File: config.mk
export PLATFORM = sky130hd
export DESIGN_NAME = two_additive_choquet_aggregator
export DESIGN_NICKNAME = d
export VERILOG_FILES = /design/src/rtl/core/tca_pkg.sv /design/src/rtl/core/tca_ram.sv /design/src/rtl/core/tca_datapath.sv /design/src/rtl/core/two_additive_choquet_aggregator.sv
export SDC_FILE = /design/constraint.sdc
export NUM_CORES = 2
export LEC_CHECK = 0
export BUFFER_PORTS_ARGS = -buffer_cell sky130_fd_sc_hd__buf_4
export CORE_UTILIZATION = 60
export DETAILED_ROUTE_END_ITERATION = 16
export PLACE_DENSITY = 0.83
export SLEW_MARGIN = 25
export SYNTH_ARGS = -nofsm -noshare
export SYNTH_HDL_FRONTEND = slang
export SYNTH_SLANG_ARGS = --single-unit
File: constraint.sdc
create_clock -name clk -period 13.55 [get_ports clk]
set_input_delay 2.71 -clock clk [delete_from_list [all_inputs] [get_ports clk]]
set_output_delay 2.71 -clock clk [all_outputs]
set_load 0.01 [all_outputs]
File: src/rtl/core/tca_pkg.sv
// Shared types and codes for the two-additive Choquet aggregator.
`timescale 1ns / 1ps
package tca_pkg;

    localparam logic [1:0] FUNC_WRITE = 2'd0;
    localparam logic [1:0] FUNC_READ  = 2'd1;
    localparam logic [1:0] FUNC_VALUE = 2'd2;

    localparam logic [1:0] STATUS_OK             = 2'd0;
    localparam logic [1:0] STATUS_NOT_NORMALIZED = 2'd1;
    localparam logic [1:0] STATUS_BAD_COUNT      = 2'd2;
    localparam logic [1:0] STATUS_BAD_INDEX      = 2'd3;

    localparam int ONE_Q14 = 16384;
    localparam int SCORE_W = 48;
    localparam logic [4:0] NUM_CRIT_RESET = 5'd16;

    typedef struct packed {
        logic clear;
        logic step;
        logic diag;
    } tca_dp_ctrl_t;

    typedef struct packed {
        logic busy;
        logic sum_ok;
    } tca_dp_stat_t;

endpackage

File: src/rtl/core/tca_ram.sv
// Generic single-port-write, single-port-read RAM with registered read data.
`timescale 1ns / 1ps
module tca_ram #(
    parameter int WIDTH = 16,
    parameter int DEPTH = 16
) (
    input  logic                     clk,
    input  logic                     we,
    input  logic [$clog2(DEPTH)-1:0] waddr,
    input  logic [WIDTH-1:0]         wdata,
    input  logic                     re,
    input  logic [$clog2(DEPTH)-1:0] raddr,
    output logic [WIDTH-1:0]         rdata
);

    logic [WIDTH-1:0] mem [DEPTH];
    logic [WIDTH-1:0] rdata_reg;

    always_ff @(posedge clk)
    begin
        if (we)
        begin
            mem[waddr] <= wdata;
        end
        if (re)
        begin
            rdata_reg <= mem[raddr];
        end
    end

    assign rdata = rdata_reg;

endmodule

File: src/rtl/core/tca_datapath.sv
// Pair-term multiply, score accumulator and normalization sum for the table pass.
`timescale 1ns / 1ps
module tca_datapath import tca_pkg::*; #(
    parameter int DEPTH = 136
) (
    input  logic                      clk,
    input  logic                      rst_n,
    input  tca_dp_ctrl_t              ctrl,
    input  logic signed [15:0]        p_data,
    input  logic        [15:0]        x_data,
    output tca_dp_stat_t              stat,
    output logic signed [SCORE_W-1:0] acc
);

    localparam int SUM_W = 16 + $clog2(DEPTH + 1);

    logic                      s1_valid_reg, s1_valid_next;
    logic                      s1_diag_reg;
    logic                      s2_valid_reg, s2_valid_next;
    logic        [15:0]        xi_reg, xi_next;
    logic signed [33:0]        prod_reg, prod_next;
    logic signed [SCORE_W-1:0] acc_reg, acc_next;
    logic signed [SUM_W-1:0]   sum_reg, sum_next;

    logic signed [16:0] diff;
    logic        [15:0] abs_diff;
    logic signed [17:0] mult_op;

    always_comb
    begin
        s1_valid_next = ctrl.step;
        s2_valid_next = s1_valid_reg;
        xi_next       = xi_reg;
        prod_next     = prod_reg;
        acc_next      = acc_reg;
        sum_next      = sum_reg;

        diff     = $signed({1'b0, xi_reg}) - $signed({1'b0, x_data});
        abs_diff = diff[16] ? 16'(-diff) : 16'(diff);
        if (s1_diag_reg)
        begin
            mult_op = $signed({1'b0, x_data, 1'b0});
        end
        else
        begin
            mult_op = -$signed({2'b00, abs_diff});
        end

        if (s1_valid_reg)
        begin
            if (s1_diag_reg)
            begin
                xi_next = x_data;
            end
            prod_next = 34'(p_data) * 34'(mult_op);
            sum_next  = sum_reg + SUM_W'(p_data);
        end
        if (s2_valid_reg)
        begin
            acc_next = acc_reg + {{(SCORE_W - 34){prod_reg[33]}}, prod_reg};
        end
        if (ctrl.clear)
        begin
            acc_next = '0;
            sum_next = '0;
        end
    end

    always_ff @(posedge clk or negedge rst_n)
    begin
        if (!rst_n)
        begin
            s1_valid_reg <= 1'b0;
            s2_valid_reg <= 1'b0;
        end
        else
        begin
            s1_valid_reg <= s1_valid_next;
            s2_valid_reg <= s2_valid_next;
        end
    end

    always_ff @(posedge clk)
    begin
        s1_diag_reg <= ctrl.diag;
        xi_reg      <= xi_next;
        prod_reg    <= prod_next;
        acc_reg     <= acc_next;
        sum_reg     <= sum_next;
    end

    assign stat.busy   = s1_valid_reg | s2_valid_reg;
    assign stat.sum_ok = (sum_reg == SUM_W'(ONE_Q14));
    assign acc         = acc_reg;

endmodule

File: src/rtl/core/two_additive_choquet_aggregator.sv
// Two-additive Choquet aggregator: parameter table, value buffer and sequencer.
// Table write: no result. Table read: the entry is registered in ST_READ, then
// loaded out in ST_EMIT. A bad index emits only a status. Last value: one pass
// over the n*(n+1)/2 upper-triangle entries, one per cycle through the table RAM
// read port, then ST_DRAIN and ST_EMIT. One item is in work at a time; the input
// stalls until its result is loaded. Reset: a clearing pass zeroes the table.
`timescale 1ns / 1ps
module two_additive_choquet_aggregator import tca_pkg::*; #(
    parameter int MAX_CRITERIA = 16
) (
    input  logic                      clk,
    input  logic                      rst_n,
    input  logic                      in_valid,
    output logic                      in_stall,
    input  logic [1:0]                func,
    input  logic [3:0]                row,
    input  logic [3:0]                col,
    input  logic signed [15:0]        weight,
    input  logic [15:0]               crit_value,
    input  logic                      last,
    output logic                      out_valid,
    input  logic                      out_stall,
    output logic signed [SCORE_W-1:0] score,
    output logic signed [15:0]        read_weight,
    output logic [1:0]                status,
    input  logic                      cfg_valid,
    output logic                      cfg_ready,
    input  logic [4:0]                cfg_data
);

    localparam int DEPTH = MAX_CRITERIA * (MAX_CRITERIA + 1) / 2;
    localparam int AW    = $clog2(DEPTH);
    localparam int VW    = $clog2(MAX_CRITERIA);
    localparam int NW    = $clog2(MAX_CRITERIA + 1);
    localparam int XW    = (NW > 4) ? NW : 4;
    localparam int PW    = AW + 6;

    localparam logic [2:0] ST_CLEAR = 3'd0;
    localparam logic [2:0] ST_IDLE  = 3'd1;
    localparam logic [2:0] ST_READ  = 3'd2;
    localparam logic [2:0] ST_PASS  = 3'd3;
    localparam logic [2:0] ST_DRAIN = 3'd4;
    localparam logic [2:0] ST_EMIT  = 3'd5;

    logic [2:0]    state_reg, state_next;
    logic [AW-1:0] clr_addr_reg, clr_addr_next;
    logic [4:0]    num_crit_reg, num_crit_next;
    logic [NW-1:0] count_reg, count_next;
    logic          ovf_reg, ovf_next;
    logic          verified_reg, verified_next;
    logic          count_bad_reg, count_bad_next;
    logic [VW-1:0] i_reg, i_next;
    logic [VW-1:0] j_reg, j_next;
    logic [AW-1:0] t_reg, t_next;
    logic          out_valid_reg, out_valid_next;

    logic signed [SCORE_W-1:0] pend_score_reg, pend_score_next;
    logic signed [15:0]        pend_rw_reg, pend_rw_next;
    logic [1:0]                pend_status_reg, pend_status_next;
    logic signed [SCORE_W-1:0] score_reg, score_next;
    logic signed [15:0]        read_weight_reg, read_weight_next;
    logic [1:0]                status_reg, status_next;

    logic [NW-1:0] n_eff;
    logic [VW-1:0] n_last;
    logic [AW-1:0] row_skip;
    logic          in_acc;
    logic          bad_index;
    logic [3:0]    tri_lo, tri_hi;
    logic [PW-1:0] tri_prod;
    logic [AW-1:0] tri_idx;
    logic          stored;
    logic [NW-1:0] count_after;
    logic          count_bad;
    logic          out_free;

    logic          tbl_we, tbl_re;
    logic [AW-1:0] tbl_waddr, tbl_raddr;
    logic [15:0]   tbl_wdata, tbl_rdata;
    logic          val_we, val_re;
    logic [15:0]   val_rdata;

    tca_dp_ctrl_t              dp_ctrl;
    tca_dp_stat_t              dp_stat;
    logic signed [SCORE_W-1:0] dp_acc;

    tca_ram #(
        .WIDTH (16),
        .DEPTH (DEPTH)
    ) u_table (
        .clk   (clk),
        .we    (tbl_we),
        .waddr (tbl_waddr),
        .wdata (tbl_wdata),
        .re    (tbl_re),
        .raddr (tbl_raddr),
        .rdata (tbl_rdata)
    );

    tca_ram #(
        .WIDTH (16),
        .DEPTH (MAX_CRITERIA)
    ) u_values (
        .clk   (clk),
        .we    (val_we),
        .waddr (count_reg[VW-1:0]),
        .wdata (crit_value),
        .re    (val_re),
        .raddr (j_reg),
        .rdata (val_rdata)
    );

    tca_datapath #(
        .DEPTH (DEPTH)
    ) u_datapath (
        .clk    (clk),
        .rst_n  (rst_n),
        .ctrl   (dp_ctrl),
        .p_data ($signed(tbl_rdata)),
        .x_data (val_rdata),
        .stat   (dp_stat),
        .acc    (dp_acc)
    );

    always_comb
    begin
        if (num_crit_reg == 5'd0)
        begin
            n_eff = NW'(1);
        end
        else if (int'(num_crit_reg) > MAX_CRITERIA)
        begin
            n_eff = NW'(MAX_CRITERIA);
        end
        else
        begin
            n_eff = NW'(num_crit_reg);
        end
        n_last   = VW'(n_eff - NW'(1));
        row_skip = AW'(MAX_CRITERIA) - AW'(n_eff);

        tri_lo   = (row < col) ? row : col;
        tri_hi   = (row < col) ? col : row;
        tri_prod = PW'(tri_lo) * (PW'(2 * MAX_CRITERIA + 1) - PW'(tri_lo));
        tri_idx  = AW'(tri_prod >> 1) + AW'(tri_hi - tri_lo);

        bad_index = (XW'(row) >= XW'(n_eff)) || (XW'(col) >= XW'(n_eff));
        in_acc    = in_valid && !in_stall;

        stored      = int'(count_reg) < MAX_CRITERIA;
        count_after = count_reg + NW'(stored);
        count_bad   = (ovf_reg || !stored) || (count_after != n_eff);
        out_free    = !out_valid_reg || !out_stall;
    end

    always_comb
    begin
        state_next       = state_reg;
        clr_addr_next    = clr_addr_reg;
        num_crit_next    = num_crit_reg;
        count_next       = count_reg;
        ovf_next         = ovf_reg;
        verified_next    = verified_reg;
        count_bad_next   = count_bad_reg;
        i_next           = i_reg;
        j_next           = j_reg;
        t_next           = t_reg;
        out_valid_next   = out_valid_reg;
        pend_score_next  = pend_score_reg;
        pend_rw_next     = pend_rw_reg;
        pend_status_next = pend_status_reg;
        score_next       = score_reg;
        read_weight_next = read_weight_reg;
        status_next      = status_reg;

        tbl_we    = 1'b0;
        tbl_waddr = tri_idx;
        tbl_wdata = weight;
        tbl_re    = 1'b0;
        tbl_raddr = tri_idx;
        val_we    = 1'b0;
        val_re    = 1'b0;

        dp_ctrl.clear = 1'b0;
        dp_ctrl.step  = 1'b0;
        dp_ctrl.diag  = (i_reg == j_reg);

        if (out_valid_reg && !out_stall)
        begin
            out_valid_next = 1'b0;
        end

        case (state_reg)
            ST_CLEAR:
            begin
                tbl_we        = 1'b1;
                tbl_waddr     = clr_addr_reg;
                tbl_wdata     = '0;
                clr_addr_next = clr_addr_reg + AW'(1);
                if (clr_addr_reg == AW'(DEPTH - 1))
                begin
                    state_next = ST_IDLE;
                end
            end
            ST_IDLE:
            begin
                if (in_acc)
                begin
                    pend_score_next  = '0;
                    pend_rw_next     = '0;
                    pend_status_next = STATUS_OK;
                    case (func)
                        FUNC_WRITE:
                        begin
                            if (bad_index)
                            begin
                                pend_status_next = STATUS_BAD_INDEX;
                                state_next       = ST_EMIT;
                            end
                            else
                            begin
                                tbl_we        = 1'b1;
                                verified_next = 1'b0;
                            end
                        end
                        FUNC_READ:
                        begin
                            if (bad_index)
                            begin
                                pend_status_next = STATUS_BAD_INDEX;
                                state_next       = ST_EMIT;
                            end
                            else
                            begin
                                tbl_re     = 1'b1;
                                state_next = ST_READ;
                            end
                        end
                        FUNC_VALUE:
                        begin
                            if (stored)
                            begin
                                val_we     = 1'b1;
                                count_next = count_after;
                            end
                            else
                            begin
                                ovf_next = 1'b1;
                            end
                            if (last)
                            begin
                                count_next     = '0;
                                ovf_next       = 1'b0;
                                count_bad_next = count_bad;
                                if (verified_reg && count_bad)
                                begin
                                    pend_status_next = STATUS_BAD_COUNT;
                                    state_next       = ST_EMIT;
                                end
                                else
                                begin
                                    dp_ctrl.clear = 1'b1;
                                    i_next        = '0;
                                    j_next        = '0;
                                    t_next        = '0;
                                    state_next    = ST_PASS;
                                end
                            end
                        end
                        default:
                        begin
                            state_next = ST_IDLE;
                        end
                    endcase
                end
            end
            ST_READ:
            begin
                pend_rw_next = $signed(tbl_rdata);
                state_next   = ST_EMIT;
            end
            ST_PASS:
            begin
                tbl_re       = 1'b1;
                tbl_raddr    = t_reg;
                val_re       = 1'b1;
                dp_ctrl.step = 1'b1;
                if (j_reg == n_last)
                begin
                    if (i_reg == n_last)
                    begin
                        state_next = ST_DRAIN;
                    end
                    else
                    begin
                        i_next = i_reg + VW'(1);
                        j_next = i_reg + VW'(1);
                        t_next = t_reg + AW'(1) + row_skip;
                    end
                end
                else
                begin
                    j_next = j_reg + VW'(1);
                    t_next = t_reg + AW'(1);
                end
            end
            ST_DRAIN:
            begin
                if (!dp_stat.busy)
                begin
                    state_next = ST_EMIT;
                    if (!verified_reg && !dp_stat.sum_ok)
                    begin
                        pend_status_next = STATUS_NOT_NORMALIZED;
                    end
                    else
                    begin
                        verified_next = 1'b1;
                        if (count_bad_reg)
                        begin
                            pend_status_next = STATUS_BAD_COUNT;
                        end
                        else
                        begin
                            pend_score_next = dp_acc;
                        end
                    end
                end
            end
            ST_EMIT:
            begin
                if (out_free)
                begin
                    out_valid_next   = 1'b1;
                    score_next       = pend_score_reg;
                    read_weight_next = pend_rw_reg;
                    status_next      = pend_status_reg;
                    state_next       = ST_IDLE;
                end
            end
            default:
            begin
                state_next = ST_IDLE;
            end
        endcase

        if (cfg_valid)
        begin
            num_crit_next = cfg_data;
            verified_next = 1'b0;
        end
    end

    always_ff @(posedge clk or negedge rst_n)
    begin
        if (!rst_n)
        begin
            state_reg     <= ST_CLEAR;
            clr_addr_reg  <= '0;
            num_crit_reg  <= NUM_CRIT_RESET;
            count_reg     <= '0;
            ovf_reg       <= 1'b0;
            verified_reg  <= 1'b0;
            out_valid_reg <= 1'b0;
        end
        else
        begin
            state_reg     <= state_next;
            clr_addr_reg  <= clr_addr_next;
            num_crit_reg  <= num_crit_next;
            count_reg     <= count_next;
            ovf_reg       <= ovf_next;
            verified_reg  <= verified_next;
            out_valid_reg <= out_valid_next;
        end
    end

    always_ff @(posedge clk)
    begin
        count_bad_reg   <= count_bad_next;
        i_reg           <= i_next;
        j_reg           <= j_next;
        t_reg           <= t_next;
        pend_score_reg  <= pend_score_next;
        pend_rw_reg     <= pend_rw_next;
        pend_status_reg <= pend_status_next;
        score_reg       <= score_next;
        read_weight_reg <= read_weight_next;
        status_reg      <= status_next;
    end

    assign in_stall    = (state_reg != ST_IDLE);
    assign cfg_ready   = 1'b1;
    assign out_valid   = out_valid_reg;
    assign score       = score_reg;
    assign read_weight = read_weight_reg;
    assign status      = status_reg;

    a_score_zero_unless_ok: assert property (@(posedge clk) disable iff (!rst_n)
        out_valid_reg && (status_reg != STATUS_OK) |-> (score_reg == '0))
        else $error("score nonzero with failing status");

    a_verify_from_drain: assert property (@(posedge clk) disable iff (!rst_n)
        $rose(verified_reg) |-> ($past(state_reg) == ST_DRAIN))
        else $error("verified mark set outside the table pass");

    a_idle_dp_quiet: assert property (@(posedge clk) disable iff (!rst_n)
        (state_reg == ST_IDLE) |-> !dp_stat.busy)
        else $error("datapath busy while idle");

    a_pass_in_range: assert property (@(posedge clk) disable iff (!rst_n)
        (state_reg == ST_PASS) |-> (int'(t_reg) < DEPTH) && (j_reg >= i_reg))
        else $error("table pass address out of range");

endmodule
* Word-level counts from Yosys, hierarchy flattened
Memory sizes are Yosys's and may differ from the RTL's. A register that Yosys moved wholly into a read port is not among the register bits. Index checks and enable logic that the tools add are counted.
Word-level totals: register bits after elaboration 298, RAM bits 2432, word-level logic and storage cells 209, memories kept 2
Operators by class: add/sub/neg operators 16, multipliers 2, $lt $le $gt $ge 5, eq/ne operators 36, muxes and demuxes 88, bitwise gates (word level) 1, reductions and logical operators 35
Memory list:
- u_table.mem | depth 136, bits a word 16, rd ports 1, clocked after memory_dff 1, wr ports 1, line tca_ram.sv:16 | logic [WIDTH-1:0] mem [DEPTH];
- u_values.mem | depth 16, bits a word 16, rd ports 1, clocked after memory_dff 1, wr ports 1, line tca_ram.sv:16
Operators by type and width (count):
- 2-to-1 mux 48 bit | 4
- one-hot mux 48 bit (2 select lines) | 1
- 2-to-1 mux 8 bit | 8
- adder 48 bit | 1
- 2-to-1 mux 16 bit | 3
- 2-to-1 mux 4 bit | 9
- multiplier 16 x 18 -> 34 bit | 1
- one-hot mux 16 bit (2 select lines) | 1
- 2-to-1 mux 1 bit | 30
- 2-to-1 mux 3 bit | 10
- adder 24 x 16 -> 24 bit | 1
- == test 24 x 16 -> 1 bit (second input constant) | 1
- != test 2 bit (second input constant) | 12
- != test 3 bit (second input constant) | 8
- 2-to-1 mux 5 bit | 4
- 2-to-1 mux 18 bit | 1
- negator 16 -> 18 bit | 1
- one-hot mux 3 bit (6 select lines) | 1
- subtractor 16 x 16 -> 17 bit | 1
- adder 8 x 1 -> 8 bit (second input constant) | 2
- adder 8 bit | 2
- negator 16 bit | 1
- one-hot mux 4 bit (2 select lines) | 2
- one-hot mux 8 bit (2 select lines) | 1
- 42 further kinds | 77

* Longest topological paths before layout
depth in word-level cells 11, gate-level depth with buffers 40, depth with buffers taken out 37

* Cells and area by module
Synthesis repeated with hierarchy kept, for this count alone.
Unflattened totals: cells, all modules 7512, area, all modules 124932.3 sq um
By module, submodules not included:
- tca_ram at u_table | times used 1, cells each 3985, area an instance 84945.2 sq um, sequential area each 65823.1 sq um
- tca_datapath | times used 1, cells each 2357, area an instance 20769.9 sq um, sequential area each 3012.9 sq um
- tca_ram at u_values | times used 1, cells each 432, area an instance 10203.5 sq um, sequential area each 8167.8 sq um
- two_additive_choquet_aggregator | times used 1, cells each 738, area an instance 9013.6 sq um, sequential area each 5076.1 sq um

* Worst setup path before layout
OpenSTA, ideal clock, no wires.
path kind input port to flip-flop, from input port col[1], to memory u_table.mem[10][0] (enable), library setup time 0.388 ns, arrival time 9.233 ns, path slack 3.929 ns, cell stages on the path 29, cells stage by stage inv_1 > ha_1 > nor2b_1 > o21ai_2 > a21oi_2 > nor2_1 > nand2_1 > o21ai_1 > inv_1 > ha_1 > ha_1 > nand2b_1 > fa_1 > fa_1 > inv_1 > ha_1 > a21oi_1 > o21ai_0 > a21oi_1 > xnor2_1 > ha_1 > nand2_1 > o21ai_0 > xor2_1 > xnor3_1 > mux2i_4 > nand3_4 > buf_4 > nor2_1
On the way: word-level cells in the longest chain between the ends 8, elaborated cells between the ends (all ways) 16, classes of those cells add/sub (3); mul (1); order compare (2); mux (9); reduce/logical (1)
Ends and longest elaborated chain:
- start: declaration | line two_additive_choquet_aggregator.sv:17 | input logic [3:0] col,
- branches (longest 8 deep; another with multiplier 5 x 7 -> 9 bit)
- end: declaration | line tca_ram.sv:16
Parallel ways; which one is timed is not known.

* Final worst setup path
from register u_values.rdata_reg[0], in the netlist u_values.rdata[0], read port of u_values.mem, to register u_datapath.prod_reg[32] (data pin)
On the way: word-level cells in the longest chain between the ends 6
Ends and longest elaborated chain:
- start: declaration | line tca_ram.sv:17 | logic [WIDTH-1:0] rdata_reg;
- subtractor 16 x 16 -> 17 bit | line tca_datapath.sv:38 | diff = $signed({1'b0, xi_reg}) - $signed({1'b0, x_data});
- negator 16 bit | line tca_datapath.sv:39 | abs_diff = diff[16] ? 16'(-diff) : 16'(diff);
- 2-to-1 mux 16 bit | line tca_datapath.sv:39
- negator 16 -> 18 bit | line tca_datapath.sv:46 | mult_op = -$signed({2'b00, abs_diff});
- 2-to-1 mux 18 bit (*) | line tca_datapath.sv:40 | if (s1_diag_reg)
- multiplier 16 x 18 -> 34 bit (*) | line tca_datapath.sv:55 | prod_next = 34'(p_data) * 34'(mult_op);
- end signal: assignment | line tca_datapath.sv:87 | prod_reg <= prod_next;
- end: declaration | line tca_datapath.sv:21 | logic signed [33:0] prod_reg, prod_next;
Mark *: on every way between the ends. The rest lies on a longest branch, timed or not. A chain may end at the register's enable or synchronous reset.

==> flow_summary.toml <==
[outcome]
outcome = "completed"

[grt]
overflow = 0
grt_pass1_vias = 70700
antenna_found_initial = 15
grt_pass1_wl_um = 465000
grt_max_degree = 140
grt.total_usage = 0.304

[timing]
tightestPinTransition_ns = 1.10
finalHoldViolCount = 0
maxSlewHeadroom = 0.264
slew_violations = 0
fin_crit_sh = 0.826
clock.fmax_mhz = 89.3
setup_viol = 0
setup_tns_ns = 0
clock_skew_ns = 0.102
period_needed_ns = 11.20
rsz0062_at_grt = "false"

[yosys]
synth_mux_area_frac = 0.134
yosysUniqueCellTypes = 86
postSynthCellCount = 7169
synth_top_family_by_area = "multiplexers"
synth_xor_area_frac = 0.0134
avgSynthCellArea_um2 = 17.3
synthAdderAreaFrac = 0.0720
yosysTopAreaCell = "edfxtp_1"
synth_area_um2 = 124000
synth_seq_cells = 2762
synth_edf_count = 2663
synth_top_area_share = 0.646
yosys_most_used_dff = "edfxtp_1"
yosysWarnings = 0
ys_seq_area_frac = 0.663
async_flop_share = 0.00941
synthSimpleGateAreaFrac = 0.0514
yosys-top-cells-area = "edfxtp_1 (65%), mux4_2 (11%), fa_1 (4.9%)"
synth_compound_area_frac = 0.0420

[power]
peakVddDrop_v = 0.000704
power_frac_comb = 0.328
seqPwrFrac = 0.366
p_clk_frac = 0.307
netSwitchingPower_mw = 9.13
p_int_mw = 16.3
p_total_mw = 25.4
swShare = 0.360
leakage_nw = 41.8
power.density_nw_per_um2 = 184

[worst_setup_path]
critPathMaxFanout = 18
reg2reg_to = "u_datapath.prod_reg[32]"
r2r_cells = 35
max_stage_delay_ns = 0.83
r2r_start = "u_values.rdata[0]"
cp-end-kind = "register"
crit_top_cell = "fa_1"
cp_slowest_cell = "o21ai_2"
arrival_ns = 11.79
cp-start-kind = "register"
reg2reg_slack_ns = 2.35
cpLargestDelayFamily = "adder cells"
critPathBufInv = 5
crit_type = "reg -> reg"
cp.required_ns = 14.14

[placement]
port_buffers = 120
dp.final_hpwl_um = 180000
dp_cells = 9877
gp_congestion = 0.915
place_area_um2 = 129000

[clock_network]
htree_num_levels = 5
cts_sinks = 2762
clk_latency_ns = 0.96
root_buffer = "clkbuf_16"
cts_made_buffers = 284
clk_pin_slew_ns = 0.06
clock_path_buffers = 4
cts_hold_buf = 0
post_cts_resized = 0
cts_tree = "done"
postCtsSetupBuffers = 0

[run]
maxCapViolations = 0

[route]
first_iter_violations = 9299
wl_um = 316000
dr_total_vias = 69500
drtAntennaViolNets = 0
avgViaCountPerCell = 6.70
wl_per_cell_um = 30.5
route.detailed.drc = 0
first_pass_iters = 8

[min_path]
min_path_type = "reg -> reg"
min_to = "score[30]"
hold_start = "pend_score_reg[30]"
hold_path_depth = 0

[die]
die_area_um2 = 208000
io_pins = 122
num_rows = 166
initial_core_util = 0.605
dieHeight_um = 456
coreArea_um2 = 205000
fp.dieW_um = 456

[cells_and_area]
layoutNonFillerInstCount = 10400
area_delta_synth_final_pct = 11.5
fillCellCount = 12500
top_regs = "u_table.mem: 2176 flops, u_values.mem: 256 flops"
largest_register_ffs = 2176
design_area_um2 = 138000
nNetsFinal = 8061
utilization = 0.674
drive_above_1_share = 0.194
regMostFlops = "u_table.mem"
per-stage QoR:
stage          hold slack [ns]  setup WS (ns)
4_1_cts                  0.416           2.57
3_3_place_gp             0.402           2.38
3_5_place_dp             0.405           2.46
6_report                 0.407           2.35
5_1_grt                  0.422           1.60
2_1_floorplan            0.400           3.93
cells by family after synthesis:
| logic type | count (synthesis) |
|---|---|
| AO/OA/AOI/OAI | 778 |
| XOR/XNOR | 188 |
| adder cells (fa/ha/maj) | 531 |
| buffers and inverters | 785 |
| flip-flops | 2762 |
| multiplexers | 870 |
| other | 2 |
| AND/OR/NAND/NOR | 1253 |
final cells by class:
type / count / area (um^2) / area share
antenna: 5 / 12.5 / 0.0000906
clock buffer: 332 / 7400 / 0.0536
clock inverter: 155 / 1670 / 0.0121
inverter: 443 / 1660 / 0.0120
multi-input combinational: 3624 / 39000 / 0.282
sequential: 2762 / 82100 / 0.595
tap: 2688 / 3360 / 0.0244
timing repair buffer: 362 / 2890 / 0.0209
power by group through the flow:
stage                     Sequential (mW)  Clock (mW)  Combinational [mW]
final                                9.28        7.79                8.32
after global routing                 9.28        8.15                8.48
after CTS                            9.28        7.86                7.98
after detailed placement             9.46           0                7.69
after global placement               9.46           0                7.55
after floorplan                      9.46           0                5.02
worst max path at each step:
stage	startpoint	to	cells past startpoint
final	u_values.rdata[0]	u_datapath.prod_reg[32]	35
after global routing	u_values.rdata[0]	u_datapath.prod_reg[32]	33
after CTS	u_values.rdata[0]	u_datapath.prod_reg[32]	35
after detailed placement	col[1]	u_table.mem[21][8]	29
after global placement	col[1]	u_table.mem[22][9]	31
after floorplan	col[1]	u_table.mem[10][0]	29
cells in the mapped netlist, drive strengths merged, types with 8 or more instances:
cell type	number
nand4	35
a31oi	20
mux2i	238
mux4	624
xnor2	131
a211oi	199
a211o	21
nand3	48
nor2b	143
nor3	46
nor2	318
edfxtp	2663
a21oi	204
clkbuf	234
o21ai	111
a21o	67
and3	29
nor4	15
nand2	296
o21a	23
inv	443
or2	11
nand2b	33
a311o	16
buf	108
or3	13
a22oi	17
xor2	56
and2	223
o21bai	22
dfxtp	73
nand3b	16
dfrtp	25
ha	229
mux2	8
fa	302
o211ai	9
layout by cell type (no fill, tap or decap), types with 73 or more instances in the layout:
cell type  Yosys  final
nor2_1       317    298
buf_4          4    342
mux2i_1      237    231
o21ai_0       99     95
nand2_1      296    291
inv_1        443    443
and2_1       222    205
mux4_2       624    624
a211oi_1     199    199
nor2b_1      143    142
xnor2_1      131    131
edfxtp_1    2663   2663
dfxtp_1       73     73
fa_1         302    302
clkbuf_16      0    289
ha_1         229    229
a21oi_1      203    202
per-layer routing:
metal	up-vias	GRT usage	wire [um]
met5	-	0	138
met4	22	0.139	16700
met3	910	0.0677	35000
met2	5094	0.493	153000
met1	35200	0.396	111000
li1	28300	-	-
(Power assumes the default switching activity.)
